`config.mk`:
```
export PLATFORM = sky130hd
export DESIGN_NAME = led_status_pattern_sequencer
export DESIGN_NICKNAME = d
export VERILOG_FILES = /design/src/rtl/core/lsps_pkg.sv /design/src/rtl/core/led_status_pattern_sequencer.sv
export SDC_FILE = /design/constraint.sdc
export NUM_CORES = 1
export LEC_CHECK = 0
export ABC_AREA = 1
export CAP_MARGIN = 10
export CORE_UTILIZATION = 35
export DETAILED_ROUTE_END_ITERATION = 7
export DONT_BUFFER_PORTS = 1
export PLACE_DENSITY = 0.52
export SLEW_MARGIN = 20
export SYNTH_ARGS = -nofsm -noshare
export SYNTH_HDL_FRONTEND = slang
export SYNTH_SLANG_ARGS = --single-unit
```
`constraint.sdc`:
```
create_clock -name i_clk -period 7.6 [get_ports i_clk]
set_input_delay 1.52 -clock i_clk [delete_from_list [all_inputs] [get_ports i_clk]]
set_output_delay 1.52 -clock i_clk [all_outputs]
set_load 0.01 [all_outputs]
```
`src/rtl/core/lsps_pkg.sv`:
```
// Types and constants shared by the LED status pattern sequencer.
package lsps_pkg;

    // Widths of the fixed fields
    localparam int unsigned ModeW   = 3;
    localparam int unsigned TimeW   = 32;
    localparam int unsigned RegW    = 16;
    localparam int unsigned CfgIdxW = 3;
    localparam int unsigned PhaseW  = 4;
    localparam int unsigned LedN    = 3;

    // Item function codes
    typedef enum logic {
        FUNC_SET  = 1'b0,
        FUNC_TICK = 1'b1
    } t_func;

    // Display modes
    typedef enum logic [ModeW-1:0] {
        MODE_BOOT_JUMP   = 3'd0,
        MODE_IDLE        = 3'd1,
        MODE_WRITE       = 3'd2,
        MODE_VERIFY      = 3'd3,
        MODE_VERIFY_OK   = 3'd4,
        MODE_ERROR       = 3'd5,
        MODE_USB_MISSING = 3'd6,
        MODE_NONE        = 3'd7
    } t_mode;

    // Configuration register indexes
    typedef enum logic [CfgIdxW-1:0] {
        CFG_IDLE_PERIOD   = 3'd0,
        CFG_WRITE_PERIOD  = 3'd1,
        CFG_VERIFY_PERIOD = 3'd2,
        CFG_FLASH_STEP    = 3'd3,
        CFG_BOOT_HOLD     = 3'd4,
        CFG_OK_HOLD       = 3'd5
    } t_cfg_idx;

    // Register reset values (ms)
    localparam logic [RegW-1:0] RST_IDLE_PERIOD   = 16'd500;
    localparam logic [RegW-1:0] RST_WRITE_PERIOD  = 16'd125;
    localparam logic [RegW-1:0] RST_VERIFY_PERIOD = 16'd1000;
    localparam logic [RegW-1:0] RST_FLASH_STEP    = 16'd100;
    localparam logic [RegW-1:0] RST_BOOT_HOLD     = 16'd1000;
    localparam logic [RegW-1:0] RST_OK_HOLD       = 16'd200;

    // Flash pattern lengths
    localparam logic [PhaseW-1:0] ERROR_PHASES = 4'd10;
    localparam logic [PhaseW-1:0] USB_PHASES   = 4'd12;

    // LED masks, bit k is LED k
    localparam logic [LedN-1:0] LEDS_OFF = 3'b000;
    localparam logic [LedN-1:0] LED0     = 3'b001;
    localparam logic [LedN-1:0] LED1     = 3'b010;
    localparam logic [LedN-1:0] LED2     = 3'b100;
    localparam logic [LedN-1:0] LEDS_ALL = 3'b111;

endpackage

```
`src/rtl/core/led_status_pattern_sequencer.sv`:
```
// Top level of the LED status pattern sequencer.
//
// Usage:
//  - Input channel (i_valid/o_ready) carries one beat per item: i_func selects
//    a mode set (i_mode_code, start time in i_now_ms) or a time tick (i_now_ms).
//  - Output channel (o_valid/i_ready) returns one beat per item: the three LED
//    levels after that item, in item order.
//  - Configuration channel (i_cfg_valid/o_cfg_ready) writes one 16-bit register
//    per beat; o_cfg_ready is always high, indexes past the last are ignored.
//    Write only while no item is in flight.
//  - Path: an accepted beat passes the input register, then the result register;
//    o_valid rises once the result register is loaded.
//  - Throughput: one item per cycle unless the receiver stalls; the elapsed-time
//    subtract and compare plus the phase update sit between the two registers.
//  - Reset (synchronous, active low): mode boot-jump, start time 0, phase 0,
//    LEDs off, registers to their defaults, both pipeline stages empty.
//  - When the receiver stalls the result register holds its beat; one more
//    item may sit in the input register, then o_ready drops.
module led_status_pattern_sequencer (
    input  logic                          i_clk,
    input  logic                          i_rst_n,
    // Item input
    input  logic                          i_valid,
    output logic                          o_ready,
    input  logic                          i_func,
    input  logic [lsps_pkg::ModeW-1:0]    i_mode_code,
    input  logic [lsps_pkg::TimeW-1:0]    i_now_ms,
    // Result output
    output logic                          o_valid,
    input  logic                          i_ready,
    output logic                          o_led0_on,
    output logic                          o_led1_on,
    output logic                          o_led2_on,
    // Configuration writes
    input  logic                          i_cfg_valid,
    output logic                          o_cfg_ready,
    input  logic [lsps_pkg::CfgIdxW-1:0]  i_cfg_index,
    input  logic [lsps_pkg::RegW-1:0]     i_cfg_data
);
    import lsps_pkg::*;

    // Configuration registers
    logic [RegW-1:0] r_idle_period, r_write_period, r_verify_period;
    logic [RegW-1:0] r_flash_step, r_boot_hold, r_ok_hold;

    // Input stage
    logic             r_in_valid;
    t_func            r_in_func;
    t_mode            r_in_mode;
    logic [TimeW-1:0] r_in_now;

    // Sequencer state
    t_mode             r_mode, n_mode;
    logic [TimeW-1:0]  r_start, n_start;
    logic [PhaseW-1:0] r_phase, n_phase;
    logic [LedN-1:0]   r_leds, n_leds;

    // Result stage
    logic            r_out_valid;
    logic [LedN-1:0] r_out_leds;

    logic             advance;
    logic             fire;
    logic [TimeW-1:0] elapsed;
    logic [PhaseW-1:0] phase_step;

    // Pipeline flow control
    assign advance     = !r_out_valid || i_ready;
    assign fire        = r_in_valid && advance;
    assign o_ready     = !r_in_valid || advance;
    assign o_cfg_ready = 1'b1;

    // Configuration write
    always_ff @(posedge i_clk) begin
        if (!i_rst_n) begin
            r_idle_period   <= RST_IDLE_PERIOD;
            r_write_period  <= RST_WRITE_PERIOD;
            r_verify_period <= RST_VERIFY_PERIOD;
            r_flash_step    <= RST_FLASH_STEP;
            r_boot_hold     <= RST_BOOT_HOLD;
            r_ok_hold       <= RST_OK_HOLD;
        end else if (i_cfg_valid) begin
            case (t_cfg_idx'(i_cfg_index))
                CFG_IDLE_PERIOD:   r_idle_period   <= i_cfg_data;
                CFG_WRITE_PERIOD:  r_write_period  <= i_cfg_data;
                CFG_VERIFY_PERIOD: r_verify_period <= i_cfg_data;
                CFG_FLASH_STEP:    r_flash_step    <= i_cfg_data;
                CFG_BOOT_HOLD:     r_boot_hold     <= i_cfg_data;
                CFG_OK_HOLD:       r_ok_hold       <= i_cfg_data;
                default: ;
            endcase
        end
    end

    // Input register
    always_ff @(posedge i_clk) begin
        if (!i_rst_n) begin
            r_in_valid <= 1'b0;
        end else if (o_ready) begin
            r_in_valid <= i_valid;
        end
    end

    always_ff @(posedge i_clk) begin
        if (o_ready && i_valid) begin
            r_in_func <= t_func'(i_func);
            r_in_mode <= t_mode'(i_mode_code);
            r_in_now  <= i_now_ms;
        end
    end

    // Elapsed time, wrapping
    assign elapsed = r_in_now - r_start;

    // Next flash phase when a step is due (wraps per mode)
    always_comb begin
        phase_step = r_phase + 4'd1;
        if (r_mode == MODE_ERROR && r_phase >= ERROR_PHASES - 4'd1) begin
            phase_step = '0;
        end else if (r_mode == MODE_USB_MISSING && r_phase >= USB_PHASES - 4'd1) begin
            phase_step = '0;
        end
    end

    // Pattern update for one item
    always_comb begin
        n_mode  = r_mode;
        n_start = r_start;
        n_phase = r_phase;
        n_leds  = r_leds;
        if (r_in_func == FUNC_SET) begin
            n_mode  = r_in_mode;
            n_start = r_in_now;
            n_phase = '0;
            case (r_in_mode)
                MODE_BOOT_JUMP: n_leds = LED0;
                MODE_VERIFY_OK: n_leds = LEDS_ALL;
                default:        n_leds = LEDS_OFF;
            endcase
        end else begin
            case (r_mode)
                MODE_BOOT_JUMP: begin
                    if (elapsed > {16'd0, r_boot_hold}) n_leds = LEDS_OFF;
                end
                MODE_VERIFY_OK: begin
                    if (elapsed > {16'd0, r_ok_hold}) n_leds = LEDS_OFF;
                end
                MODE_IDLE: begin
                    if (elapsed >= {16'd0, r_idle_period}) begin
                        n_start = r_in_now;
                        n_leds  = r_leds ^ LED0;
                    end
                end
                MODE_WRITE: begin
                    if (elapsed >= {16'd0, r_write_period}) begin
                        n_start = r_in_now;
                        n_leds  = r_leds ^ LED1;
                    end
                end
                MODE_VERIFY: begin
                    if (elapsed >= {16'd0, r_verify_period}) begin
                        n_start = r_in_now;
                        n_leds  = r_leds ^ LED2;
                    end
                end
                MODE_ERROR: begin
                    if (elapsed >= {16'd0, r_flash_step}) begin
                        n_start = r_in_now;
                        n_phase = phase_step;
                    end
                    // double flash: lit in phases 0 and 2
                    if (n_phase inside {4'd0, 4'd2}) n_leds = r_leds | LED2;
                    else                             n_leds = r_leds & ~LED2;
                end
                MODE_USB_MISSING: begin
                    if (elapsed >= {16'd0, r_flash_step}) begin
                        n_start = r_in_now;
                        n_phase = phase_step;
                    end
                    // triple flash: lit in phases 0, 2 and 4
                    if (n_phase inside {4'd0, 4'd2, 4'd4}) begin
                        n_leds = r_leds | LED1;
                    end else begin
                        n_leds = r_leds & ~LED1;
                    end
                end
                default: ;
            endcase
        end
    end

    // Sequencer state
    always_ff @(posedge i_clk) begin
        if (!i_rst_n) begin
            r_mode  <= MODE_BOOT_JUMP;
            r_start <= '0;
            r_phase <= '0;
            r_leds  <= LEDS_OFF;
        end else if (fire) begin
            r_mode  <= n_mode;
            r_start <= n_start;
            r_phase <= n_phase;
            r_leds  <= n_leds;
        end
    end

    // Result register
    always_ff @(posedge i_clk) begin
        if (!i_rst_n) begin
            r_out_valid <= 1'b0;
        end else if (fire) begin
            r_out_valid <= 1'b1;
        end else if (i_ready) begin
            r_out_valid <= 1'b0;
        end
    end

    always_ff @(posedge i_clk) begin
        if (fire) r_out_leds <= n_leds;
    end

    assign o_valid   = r_out_valid;
    assign o_led0_on = r_out_leds[0];
    assign o_led1_on = r_out_leds[1];
    assign o_led2_on = r_out_leds[2];

    // Checks
    a_phase_error: assert property (@(posedge i_clk) disable iff (!i_rst_n)
        (r_mode == MODE_ERROR) |-> (r_phase < ERROR_PHASES))
        else $error("flash phase out of range in error mode");

    a_phase_usb: assert property (@(posedge i_clk) disable iff (!i_rst_n)
        (r_mode == MODE_USB_MISSING) |-> (r_phase < USB_PHASES))
        else $error("flash phase out of range in usb-missing mode");

    a_boot_leds: assert property (@(posedge i_clk) disable iff (!i_rst_n)
        (r_mode == MODE_BOOT_JUMP) |-> (r_leds == LED0 || r_leds == LEDS_OFF))
        else $error("boot-jump LEDs in unexpected pattern");

    a_ok_leds: assert property (@(posedge i_clk) disable iff (!i_rst_n)
        (r_mode == MODE_VERIFY_OK) |-> (r_leds == LEDS_ALL || r_leds == LEDS_OFF))
        else $error("verify-ok LEDs in unexpected pattern");

    a_result_follows: assert property (@(posedge i_clk) disable iff (!i_rst_n)
        fire |=> (r_out_valid && r_out_leds == $past(n_leds)))
        else $error("result beat lost after stage fired");

endmodule
```
[After elaboration in Yosys (flattened, before gate mapping)]
Cells that the tools add are included.
Storage, ports and cells
  input bits: 60
  output and inout bits: 6
  flip-flop bits (word level): 179
  word-level logic and storage cells: 104
Cells by class
  eq/ne operators: 21
  $lt $le $gt $ge: 8
  add/sub/neg operators: 2
  mux-type cells: 27
  bitwise operators: 4
  reduce and logical (&&, ||, !) cells: 26
Operators with widths (count)
  2-to-1 mux 32 bit: 5
  >= comparator 32 x 16 -> 1 bit: 4
  case mux 32 bit (4 select lines): 1
  greater-than comparator 32 x 16 -> 1 bit: 2
  2-to-1 mux 4 bit: 8
  subtractor 32 bit: 1
  case mux 3 bit (7 select lines): 1
  == test 3 bit (second input constant): 6
  AND reduction 2 bit: 8
  2-to-1 mux 3 bit: 5
  == test 3 x 2 -> 1 bit (second input constant): 4
  zero test 3 bit: 3
  inequality test 3 bit (second input constant): 3
  == test 4 x 2 -> 1 bit (second input constant): 2
  >= comparator 4 bit (second input constant): 2
  zero test 4 bit: 2
  case mux 4 bit (2 select lines): 1
  == test 3 x 1 -> 1 bit (second input constant): 2
  case mux 3 bit (2 select lines): 1
  AND reduction 6 bit: 1
  inequality test 5 x 2 -> 1 bit (second input constant): 1
  adder 4 x 1 -> 4 bit (second input constant): 1
  == test 4 x 3 -> 1 bit (second input constant): 1
  logical AND 1 bit: 4
  10 further kinds: 19

[Logic depth before layout (Yosys ltp)]
Gate-level depths: netlist of the first run.
  depth in word-level cells: 12
  depth in mapped cells: 29
  depth with buffers taken out: 29

[Worst setup path after synthesis of the first run]
Ideal clock, no wire load.
  path type: reg2reg
  start: register r_in_now[7]
  end: register r_out_leds[1] (data pin)
  stages on the path, launching flop included: 20
  period minus slack after synthesis: 3.363 ns
  slack: 4.237 ns
  required time: 7.343 ns
  path buffers: 0
  library setup time: 0.257 ns
  data arrival time: 3.107 ns
  path through: edfxtp_1 ha_1 nand2_1 nor2_1 nand3_1 nand3_1 xor2_1 ha_1 a21oi_1 nor2_1 a211oi_1 a21oi_1 nor2_1 nand3_1 o21ai_0 nand2_1 nand3_1 nand3_1 nand2_1 nand2_1
Between the ends
  longest elaborated chain between the ends: 10
  elaborated cells between the ends (all ways): 18
  those cells by class: 1 x add/sub; 4 x order compare; 2 x eq/ne; 9 x mux; 2 x reduce/logical
RTL lines
  start: declaration: RTL line led_status_pattern_sequencer.sv:50  | logic [TimeW-1:0] r_in_now;
  start signal: assignment: RTL line led_status_pattern_sequencer.sv:108  | r_in_now <= i_now_ms;
  subtractor 32 bit (*): RTL line led_status_pattern_sequencer.sv:113  | assign elapsed = r_in_now - r_start;
  >= comparator 32 x 16 -> 1 bit: RTL line led_status_pattern_sequencer.sv:176  | if (elapsed >= {16'd0, r_flash_step}) begin
  2-to-1 mux 4 bit: RTL line led_status_pattern_sequencer.sv:176
  2-to-1 mux 4 bit: RTL line led_status_pattern_sequencer.sv:141  | case (r_mode)
  2-to-1 mux 4 bit: RTL line led_status_pattern_sequencer.sv:131  | if (r_in_func == FUNC_SET) begin
  == test 4 x 2 -> 1 bit (tied with other cells): RTL line led_status_pattern_sequencer.sv:181  | if (n_phase inside {4'd0, 4'd2, 4'd4}) begin
  nonzero test 3 bit: RTL line led_status_pattern_sequencer.sv:181
  2-to-1 mux 2 bit: RTL line led_status_pattern_sequencer.sv:181
  case mux 3 bit (7 select lines) (*): RTL line led_status_pattern_sequencer.sv:141
  2-to-1 mux 3 bit (*): RTL line led_status_pattern_sequencer.sv:131
  named net n_leds[1]: RTL line led_status_pattern_sequencer.sv:56  | logic [LedN-1:0] r_leds, n_leds;
  end signal: assignment: RTL line led_status_pattern_sequencer.sv:219  | if (fire) r_out_leds <= n_leds;
  end: declaration: RTL line led_status_pattern_sequencer.sv:60  | logic [LedN-1:0] r_out_leds;
Mark *: on every way through the listed nets, which the timed path passes. The rest lies on a longest branch. The select of a mux whose other input is x is not followed.
A chain may end at the register's enable or synchronous reset.

[Worst setup path after layout of the first run]
  start: register r_in_now[2]
  end: register r_start[0]
Between the ends
  longest elaborated chain between the ends: 4
  elaborated cells between the ends (all ways): 10
  those cells by class: 1 x add/sub; 4 x order compare; 4 x eq/ne; 1 x reduce/logical
RTL lines
  subtractor 32 bit (*): RTL line led_status_pattern_sequencer.sv:113
  >= comparator 32 x 16 -> 1 bit (on tied branches)
  inequality test 3 bit (no source line) / inequality test 3 x 2 -> 1 bit (equally long branches)
  AND reduction 6 bit (no source line) (*)
  end signal: assignment: RTL line led_status_pattern_sequencer.sv:201  | r_start <= n_start;
  end: declaration: RTL line led_status_pattern_sequencer.sv:54  | logic [TimeW-1:0] r_start, n_start;
Mark *: on every way between the ends. The rest lies on a longest branch, timed or not.

==> out/metrics.csv, run 1 <==
stage,metric,value,unit
status,status,finished clean,
min_path,hold_start,r_idle_period[15],
die,die_x,184,um
sta,relSlewSlack,0.410,
placement,place.gp.congestion,0.855,
route,drt_wl_total,28.8,mm
die,core-area,0.0326,mm^2
clock_network,clock_path_buffers,2,
die,start_util,0.357,
clock_network,hold_buffers,0,
synth,synth_top_area_cell,dfxtp_1,
pwr,cellLeakagePower,5.88,nW
synth,synth_common_cells,"nand2_1, inv_1, dfxtp_1, a21oi_1, ha_1",
pwr,ir_drop,0.000149,V
final_layout,areaGrowthSynthToFinish,8.06,%
setup_path,r2r-start,r_in_now[2],
synth,synthCells,1612,
sta,final.setup.tns,0,ns
sta,setup_viol_count_final,0,
global_route,grt_overflow,0,
synth,synthTopCellsByArea,"dfxtp_1, ha_1, nand2_1",
clock_network,numCtsBuffers,17,
placement,hpwl,22.1,mm
die,rows,66,
setup_path,path_class,flop to flop,
final_layout,drive_above_1_share,0.0694,
synth,ys.flop_type,dfxtp_1,
die,boundaryPins,66,
setup_path,start_kind,flop,
route,post_drt_wl_per_cell,14.0,um
clock_network,post-cts-setup-buffer-count,0,
sta,hold_viol_final,0,
pwr,power_density,214,mW/mm^2
synth,ys_types,47,
sta,rsz0062_at_grt,no,
global_route,antenna_found_initial,0,
clock_network,cts_tree,built,
die,dieArea,0.0340,mm^2
synth,synth_nets,1803,
die,die_h,184,um
synth,async_reset_ff_frac,0,
clock_network,ctsResizeCount,0,
clock_network,htreeDepth,4,
global_route,first_global_vias,9156,
sta,clock_skew,0.0177,ns
placement,io_buffers,0,
sta,drv_slew,0,
synth,post-synth-top-count-cell,nand2_1,
synth,yosysSeqAreaShare,0.341,
route,first_pass_iters,5,
synth,ys_warn_count,0,
clock_network,clkSlewWorstSetupHoldPaths,0.07,ns
sta,period_share,0.577,
route,antenna_left,0,
route,drtIter0Drc,528,
global_route,grtUsageTotal,0.180,
setup_path,r2r_cells,25,
final_layout,fin_nets,1792,
setup_path,crit_end,r_start[0],
sta,timing.fmax,0.228,GHz
setup_path,cp_max_fo,63,
setup_path,crit_path_start,r_in_now[2],
flow_run,drv_cap,0,
clock_network,cts_sinks,179,
synth,syn_area,0.0116,mm^2
clock_network,clock_latency,0.45,ns
final_layout,diodes,0,
setup_path,end_kind,flop,
synth,synth_top_area_frac,0.241,
setup_path,r2r_end,r_start[0],
setup_path,r2r_slack,3.21,ns
synth,ys_ff_latch,179,
clock_network,cts_root_buf,clkbuf_16,
route,post-route-drc-count,0,
global_route,grt_first_pass_wirelength,47.5,mm
final_layout,postLayoutCoreUtil,0.386,
synth,synth-edff-count,39,
setup_path,critPathRequiredTime,7.93,ns
sta,worstMarginPinSlew,0.881,ns
sta,period_minus_slack,4.39,ns
synth,syn_area_per_cell,7.22,um^2
global_route,grt_max_degree,130,
min_path,hp-class,flop to flop,
route,via_per_inst,4.65,
setup_path,worst-endpoint-arrival,4.72,ns
route,vias,9548,
pwr,power,2.69,mW
-- cells in the final DEF, fill, tap and decap left out, drive strengths merged, types with 5 or more instances in the layout --
cell,netlist,layout
nor2,115,115
nand2,399,399
xor2,15,15
ha,130,130
nor3,8,8
o21ai,126,126
a21oi,160,160
o211ai,27,27
nand4,17,17
and2,5,5
a211oi,7,7
edfxtp,39,39
dfxtp,140,140
buf,8,7
clkinv,2,6
nand3,58,58
clkbuf,29,21
inv,305,310
-- critical path: stages (launching register included) --
cell,delay [ns]
edfxtp_1,0.39
ha_1,0.40
nand2_1,0.08
nand2_1,0.09
inv_2,0.06
nand2_4,0.07
xor2_1,0.67
ha_1,0.39
a21oi_1,0.13
o21ai_0,0.09
a21oi_1,0.13
nor2_1,0.05
nor2_1,0.08
o21ai_0,0.11
nand2_1,0.08
inv_1,0.03
o21ai_0,0.33
nand3_2,0.14
nor2_2,0.10
nand2_1,0.05
nand2_1,0.07
inv_2,0.06
nand2_8,0.31
inv_1,0.11
nor2_1,0.11
nor2_1,0.05
-- where the power goes --
group	leakage [nW]	switching (mW)	internal, mW
Combinational	4.09	0.513	0.284
Sequential	1.52	0.0185	1.02
Clock	0.276	0.401	0.457
-- state kept, by name, indices dropped and copies added (netlist names), 4 cells and up --
register,flops
r_boot_hold,16
r_ok_hold,16
r_start,32
r_idle_period,16
r_flash_step,16
r_verify_period,16
r_write_period,16
r_phase,4
r_in_now,32
-- kinds of logic (layout without fill, tap and decap cells) --
family / Yosys count / in the layout / share of synthesized area
XOR/XNOR: 17 / 17 / 0.0128
AND/OR/NAND/NOR: 609 / 609 / 0.224
flip-flops: 179 / 179 / 0.341
buffers and inverters: 344 / 345 / 0.118
other: 1 / 1 / 0.000322
adder cells (fa/ha/maj): 131 / 131 / 0.141
AO/OA/AOI/OAI: 331 / 331 / 0.162
-- metrics by stage --
step	cell area [um^2]	worst slack (ns)	cells	hold slack (ns)
after floorplan	11600	4.24	1612	0.435
after global placement	12000	3.24	2024	0.445
after detailed placement	12000	3.25	2024	0.451
after CTS	12600	3.20	2055	0.462
after global routing	12600	2.69	2055	0.486
final	12600	3.21	2055	0.459
-- layer usage --
metal / routed length, um / vias up / global-route usage / share of wire
met3: 849 / 20 / 0.0288 / 0.029
met4: 329 / 0 / 0.0453 / 0.011
met1: 14600 / 4241 / 0.247 / 0.51
li1: - / 5165 / - / -
met2: 13000 / 122 / 0.290 / 0.45
met5: 0 / - / 0 / 0
-- worst min-delay path by stage --
stage / slack (ns) / end / depth (start not counted)
2_1_floorplan: 0.44 / r_boot_hold[15] / 2
3_3_place_gp: 0.44 / r_start[2] / 2
3_5_place_dp: 0.45 / r_boot_hold[13] / 2
4_1_cts: 0.46 / r_boot_hold[13] / 2
5_1_grt: 0.49 / r_verify_period[14] / 2
6_report: 0.46 / r_idle_period[15] / 2
-- final cells by class --
| class | instances | area, um^2 |
|---|---|---|
| fillers | 3466 | 20000 |
| multi-input cells | 1089 | 6290 |
| flip-flops and latches | 179 | 3970 |
| inverters | 307 | 1150 |
| well taps | 442 | 553 |
| clock buffers | 21 | 482 |
| clock inverters | 10 | 72.6 |
| repair buffers | 7 | 52.6 |
Power figures use the tool's default switching activity.
==> run 2, diff against run 1 <==
Settings changed: ABC_AREA 1 to 0, PLACE_DENSITY 0.52 to 0.54.
Clock period 7.6 ns to 3.85 ns, I/O delays scaled along.
==> run 2 against run 1 <==
The flow now finishes with violations (setup timing); core utilization is 6.5 points higher; cell count is 9.4% lower; combinational power is 100% higher; first-iteration DRC count is 4.0% higher.
==> out/metrics.csv, run 2 <==
stage,metric,value,unit
synth,yosysSeqAreaShare,0.353,
clock_network,clock_path_buffers,2,
synth,synthXorXnorAreaFrac,0.0179,
setup_path,r2r_cells,21,
global_route,grtUsageTotal,0.198,
pwr,power_density,375,mW/mm^2
placement,io_buffers,0,
setup_path,path_class,flop to flop,
flow_run,drv_cap,0,
die,core-area,0.0316,mm^2
route,antenna_left,0,
synth,synth.area.mux_share,0.00556,
min_path,hp-class,input port to flop,
setup_path,r2r-start,r_in_now[0],
pwr,p_sw_frac,0.325,
route,post-route-drc-count,0,
clock_network,cts_tree,built,
pwr,combPwrFrac,0.299,
global_route,use_met1,0.265,
synth,synth_top_family_by_area,compound AO/OA/AOI/OAI gates,
synth,synth_nets,1521,
setup_path,worst-endpoint-arrival,4.51,ns
synth,ys_warn_count,0,
die,dieArea,0.0329,mm^2
final_layout,final_cells,1862,
global_route,antenna_found_initial,0,
final_layout,areaGrowthSynthToFinish,26.7,%
clock_network,hold_buffers,0,
clock_network,numCtsBuffers,17,
sta,postLayoutSetupSlackWorst,-0.466,ns
sta,period_minus_slack,4.32,ns
min_path,hold_start,i_now_ms[4],
pwr,pwr-share-clk,0.322,
placement,numPlacedInstances,1812,
clock_network,cts_root_buf,clkbuf_16,
sta,hold_viol_final,0,
synth,ys_ff_latch,179,
final_layout,final_cell_mix,"nand2_1, buf_4, inv_1, dfxtp_1, a21oi_1",
setup_path,cp_max_fo,5,
pwr,power.switching,1.74,mW
route,drtIter0Drc,549,
global_route,first_global_vias,9334,
route,post_drt_wl_per_cell,17.8,um
synth,synth-edff-count,39,
synth,synth_top_area_frac,0.249,
synth,ys.flop_type,dfxtp_1,
global_route,top_usage_layer,met2,
global_route,grt_first_pass_wirelength,50.7,mm
synth,synthSimpleGateAreaFrac,0.178,
die,die_h,181,um
route,vias,9818,
placement,place_area,0.0127,mm^2
global_route,met2_usage,0.321,
sta,worstMarginPinSlew,0.959,ns
final_layout,diodes,0,
synth,synthTopCellsByArea,"dfxtp_1, ha_1, edfxtp_1",
pwr,seqPwrFrac,0.380,
global_route,grt_use_met3,0.0339,
placement,hpwl,23.0,mm
synth,syn_area,0.0113,mm^2
synth,synth_compound_area_frac,0.227,
synth,ys_types,79,
final_layout,drive_above_1_share,0.230,
min_path,hold_end,r_in_now[4],
global_route,grt_max_degree,70,
pwr,ir_drop,0.000422,V
synth,post-synth-top-count-cell,nand2_1,
sta,period_share,1.12,
synth,async_reset_ff_frac,0,
sta,clock_skew,0.0155,ns
final_layout,fin_nets,1638,
synth,synth_fa_ha_area_frac,0.146,
route,first_pass_iters,5,
min_path,hold_depth,0,
final_layout,design_area,0.0143,mm^2
die,boundaryPins,66,
setup_path,end_kind,flop,
route,drt_wl_total,33.1,mm
synth,synth_common_cells,"nand2_1, inv_1, dfxtp_1, a21oi_1, ha_1",
setup_path,r2r_slack,-0.47,ns
synth,syn_area_per_cell,8.46,um^2
die,rows,65,
die,die_x,181,um
final_layout,final_common_cell,nand2_1,
setup_path,r2r_end,r_out_leds[1],
sta,rsz0062_at_grt,yes,
setup_path,critPathRequiredTime,4.04,ns
sta,setup_viol_count_final,42,
die,start_util,0.356,
sta,relSlewSlack,0.358,
sta,drv_slew,0,
final_layout,reg_top3,"r_in_now: 32 flops, r_start: 32 flops",
placement,place.gp.congestion,0.863,
global_route,grt_overflow,0,
status,violations,setup timing,
pwr,power.internal,3.61,mW
clock_network,clock_latency,0.46,ns
pwr,cellLeakagePower,5.52,nW
sta,timing.fmax,0.232,GHz
synth,synth_top_area_cell,dfxtp_1,
pwr,power,5.35,mW
clock_network,htreeDepth,4,
clock_network,clkSlewWorstSetupHoldPaths,0.07,ns
clock_network,cts_sinks,179,
status,status,"finished, violations left",
synth,synthCells,1330,
setup_path,start_kind,flop,
route,via_per_inst,5.27,
run 2: changes by cell type in the layout (fill, tap and decap cells not counted), sizes merged, moves of 16 or more:
cell / change
o31ai: +29
nor2: -68
nand2: -178
inv: -158
nand2b: +16
a21o: +35
buf: +148
a21oi: -24
xnor2: +17
o21ai: -80
run 2: worst max-delay path, stage by stage, from the launching register on:
cell and delay [ns]:
edfxtp_1 0.41, inv_2 0.08, ha_4 0.13, fa_2 0.19, and2b_2 0.24, o2111ai_4 0.32, nand2_4 0.11, a21o_1 0.20
a21oi_4 0.19, xnor2_4 0.16, ha_2 0.20, a21o_1 0.17, a21o_1 0.17, a21oi_1 0.14, buf_4 0.14, o21ai_0 0.08
a21o_1 0.19, nor2_1 0.10, nand4b_1 0.13, mux2_4 0.34, o41ai_4 0.30, nand2_1 0.08
run 2: worst max-delay path by stage:
stage	cells past startpoint	slack (ns)	startpoint	endpoint
finish	21	-0.47	r_in_now[0]	r_out_leds[1]
global route	21	-0.68	r_in_now[0]	r_out_leds[1]
CTS	19	-0.48	r_in_now[0]	r_leds[1]
detailed placement	16	-0.59	r_in_now[6]	r_leds[1]
global placement	17	-0.54	r_in_now[2]	r_out_leds[1]
floorplan	16	-0.10	r_in_now[4]	r_leds[1]
run 2: power groups by stage:
stage / Sequential [mW] / Clock [mW] / Combinational (mW)
floorplan: 2.05 / 0 / 0.874
global placement: 2.07 / 0 / 1.38
detailed placement: 2.07 / 0 / 1.39
CTS: 2.02 / 1.77 / 1.48
global route: 2.04 / 1.85 / 1.75
finish: 2.03 / 1.72 / 1.60
run 2: metrics by stage:
step	worst slack [ns]	util	TNS, ns	hold WS (ns)
floorplan	-0.104	-	-2.03	0.435
global placement	-0.544	0.403	-19.52	0.443
detailed placement	-0.585	0.403	-20.73	0.446
CTS	-0.482	0.430	-16.58	0.386
global route	-0.683	0.451	-24.12	0.386
finish	-0.466	0.451	-15.47	0.412
run 2: layout make-up:
cell class,instances,area [um^2]
clock buffers,18,450
flip-flops and latches,179,3970
multi-input cells,948,7300
fillers,3042,17400
inverters,143,542
clock inverters,14,116
well taps,402,503
repair buffers,158,1380
run 2: cell families after synthesis:
| logic type | Yosys count |
|---|---|
| xor gates and xnor gates | 23 |
| adders and majority gates | 131 |
| buffers and inverters | 203 |
| AOI/OAI and AO/OA | 362 |
| muxes | 6 |
| other | 1 |
| DFF | 179 |
| and+or+nand+nor | 425 |
run 2: repair_timing:
item / 4_1_cts / 5_1_grt
pin swaps: 32 / 42
endpoints found under the setup margin: 42 / 42
buffers inserted: 7 / 8
cloned: 3 / 4
gates resized for setup: 37 / 81
run 2: metal layers:
layer	wire (um)	vias to the layer above
met5	0	-
met3	1150	38
met2	15300	176
met4	710	0
li1	-	4935
met1	15900	4669
==> run 3, diff against run 2 <==
Settings changed: RECOVER_POWER from default to 25.
==> run 3 against run 2 <==
The flow finishes with violations (capacitance limit, slew limit, setup timing); first-iteration DRC count stayed put; die area stayed put; largest cell class unchanged; register-to-register slack hardly changed; sequential cell count stayed put; critical path depth stayed put; design area hardly changed.
==> out/metrics.csv, run 3 (synthesized netlist as in run 2, its figures left out) <==
stage,metric,value,unit
sta,drv_slew,70,
clock_network,cts_tree,built,
sta,final.setup.tns,-16.37,ns
clock_network,cts_sinks,179,
sta,period_share,1.12,
route,post-route-drc-count,0,
final_layout,diodes,0,
global_route,grtUsageTotal,0.198,
placement,hpwl,23.0,mm
setup_path,start_kind,flop,
route,vias,9817,
setup_path,cp_max_fo,5,
sta,worstMarginPinSlew,2.75,ns
min_path,hold_start,i_now_ms[4],
die,die_x,181,um
sta,setup_viol_count_final,42,
final_layout,final_common_cell,nand2_1,
sta,hold_viol_final,0,
clock_network,numCtsBuffers,17,
route,first_pass_iters,5,
setup_path,r2r_cells,21,
sta,timing.fmax,0.232,GHz
min_path,hp-class,input port to flop,
placement,place_area,0.0127,mm^2
placement,io_buffers,0,
pwr,power_density,375,mW/mm^2
final_layout,drive_above_1_share,0.228,
clock_network,clock_path_buffers,2,
final_layout,design_area,0.0142,mm^2
sta,rsz0062_at_grt,yes,
setup_path,worst-endpoint-arrival,4.51,ns
die,boundaryPins,66,
global_route,grt_max_degree,70,
placement,numPlacedInstances,1812,
die,core-area,0.0316,mm^2
clock_network,htreeDepth,4,
global_route,first_global_vias,9334,
clock_network,cts_root_buf,clkbuf_16,
setup_path,path_class,flop to flop,
route,antenna_left,0,
global_route,grt_first_pass_wirelength,50.7,mm
die,dieArea,0.0329,mm^2
clock_network,clkSlewWorstSetupHoldPaths,0.07,ns
pwr,power,5.35,mW
final_layout,final_cells,1862,
setup_path,critPathRequiredTime,4.04,ns
die,rows,65,
final_layout,reg_top3,"r_in_now: 32 flops, r_start: 32 flops",
global_route,grt_overflow,0,
final_layout,postLayoutCoreUtil,0.450,
setup_path,cpPeakStageDelay,0.41,ns
sta,hold_ws,0.412,ns
final_layout,final_cell_mix,"nand2_1, inv_1, dfxtp_1",
setup_path,cpMaxStageDelayCell,edfxtp_1,
die,start_util,0.356,
pwr,ir_drop,0.000422,V
final_layout,areaGrowthSynthToFinish,26.6,%
min_path,hold_depth,0,
setup_path,crit_top_cell,a21o_1,
route,drt_wl_total,33.1,mm
placement,pre_cts_slack,-0.585,ns
clock_network,clock_latency,0.46,ns
pwr,cellLeakagePower,5.51,nW
final_layout,fin_nets,1638,
sta,clock_skew,0.0154,ns
flow_run,drv_cap,1,
sta,relSlewSlack,-0.832,
sta,postLayoutSetupSlackWorst,-0.465,ns
route,post_drt_wl_per_cell,17.8,um
setup_path,worstPathCellList,"inv_2, ha_4, fa_2, and2b_2, o2111ai_4, nand2_4, a21o_1, a21oi_4, xnor2_4, ha_2, a21o_1, a21o_1, a21oi_1, buf_4, o21ai_0, a21o_1, nor2_1, nand4b_1, mux2_4, o41ai_4, nand2_1",
placement,place.gp.congestion,0.863,
status,status,"finished, violations left",
setup_path,crit_path_start,r_in_now[0],
setup_path,r2r-start,r_in_now[0],
setup_path,end_kind,flop,
route,via_per_inst,5.27,
die,die_h,181,um
sta,period_minus_slack,4.32,ns
status,violations,"capacitance limit, slew limit, setup timing",
global_route,antenna_found_initial,0,
route,drtIter0Drc,549,
## run 3: cell types whose count changed in the layout (fill, tap and decap cells not counted)
cell,before,now
buf_4,141,139
clkbuf_1,0,2
inv_1,140,141
inv_4,4,3
## run 3: per-layer routing
layer,vias to the layer above,routed length [um],part of all wire,GRT usage
li1,4934,-,-,-
met1,4662,15900,0.48,0.265
met2,183,15300,0.46,0.321
met3,38,1190,0.036,0.0339
met4,0,710,0.021,0.0661
met5,-,0,0,0
## run 3: cell type report
class                      instances  area, um^2
clock buffer                      18         450
clock inverter                    14         116
fill                            3043       17400
inverter                         143         539
multi-input combinational        948        7300
sequential                       179        3970
tap                              402         503
timing repair buffer             158        1370
## run 3: power breakdown
part	internal (mW)	total [mW]	switching [mW]
registers	1.99	2.03	0.0439
clock network	0.886	1.72	0.834
logic	0.738	1.60	0.858
## run 3: worst paths after layout
| check | to | slack [ns] |
|---|---|---|
| hold / removal | r_in_now[4] | 0.41 |
| setup reg to reg | r_out_leds[1] | -0.47 |
| setup / recovery | r_out_leds[1] | -0.47 |
| hold reg to reg | r_flash_step[12] | 0.46 |
## run 3: timing repair
item	4_1_cts	5_1_grt
buffers inserted	7	8
hold buffers	0	0
pin swaps	32	42
gates resized for setup	37	81
gates cloned	3	4
endpoints found under the setup margin	42	42
## run 3: worst max-delay path, delay by kind of cell, from the launching register on
family | cells | cell delay [ns]
AND/OR/NAND/NOR | 5 | 0.66
XOR/XNOR | 1 | 0.16
multiplexers | 1 | 0.34
flip-flops | 1 | 0.41
adder cells (fa/ha/maj) | 3 | 0.52
AO/OA/AOI/OAI | 9 | 1.76
buffers and inverters | 2 | 0.22
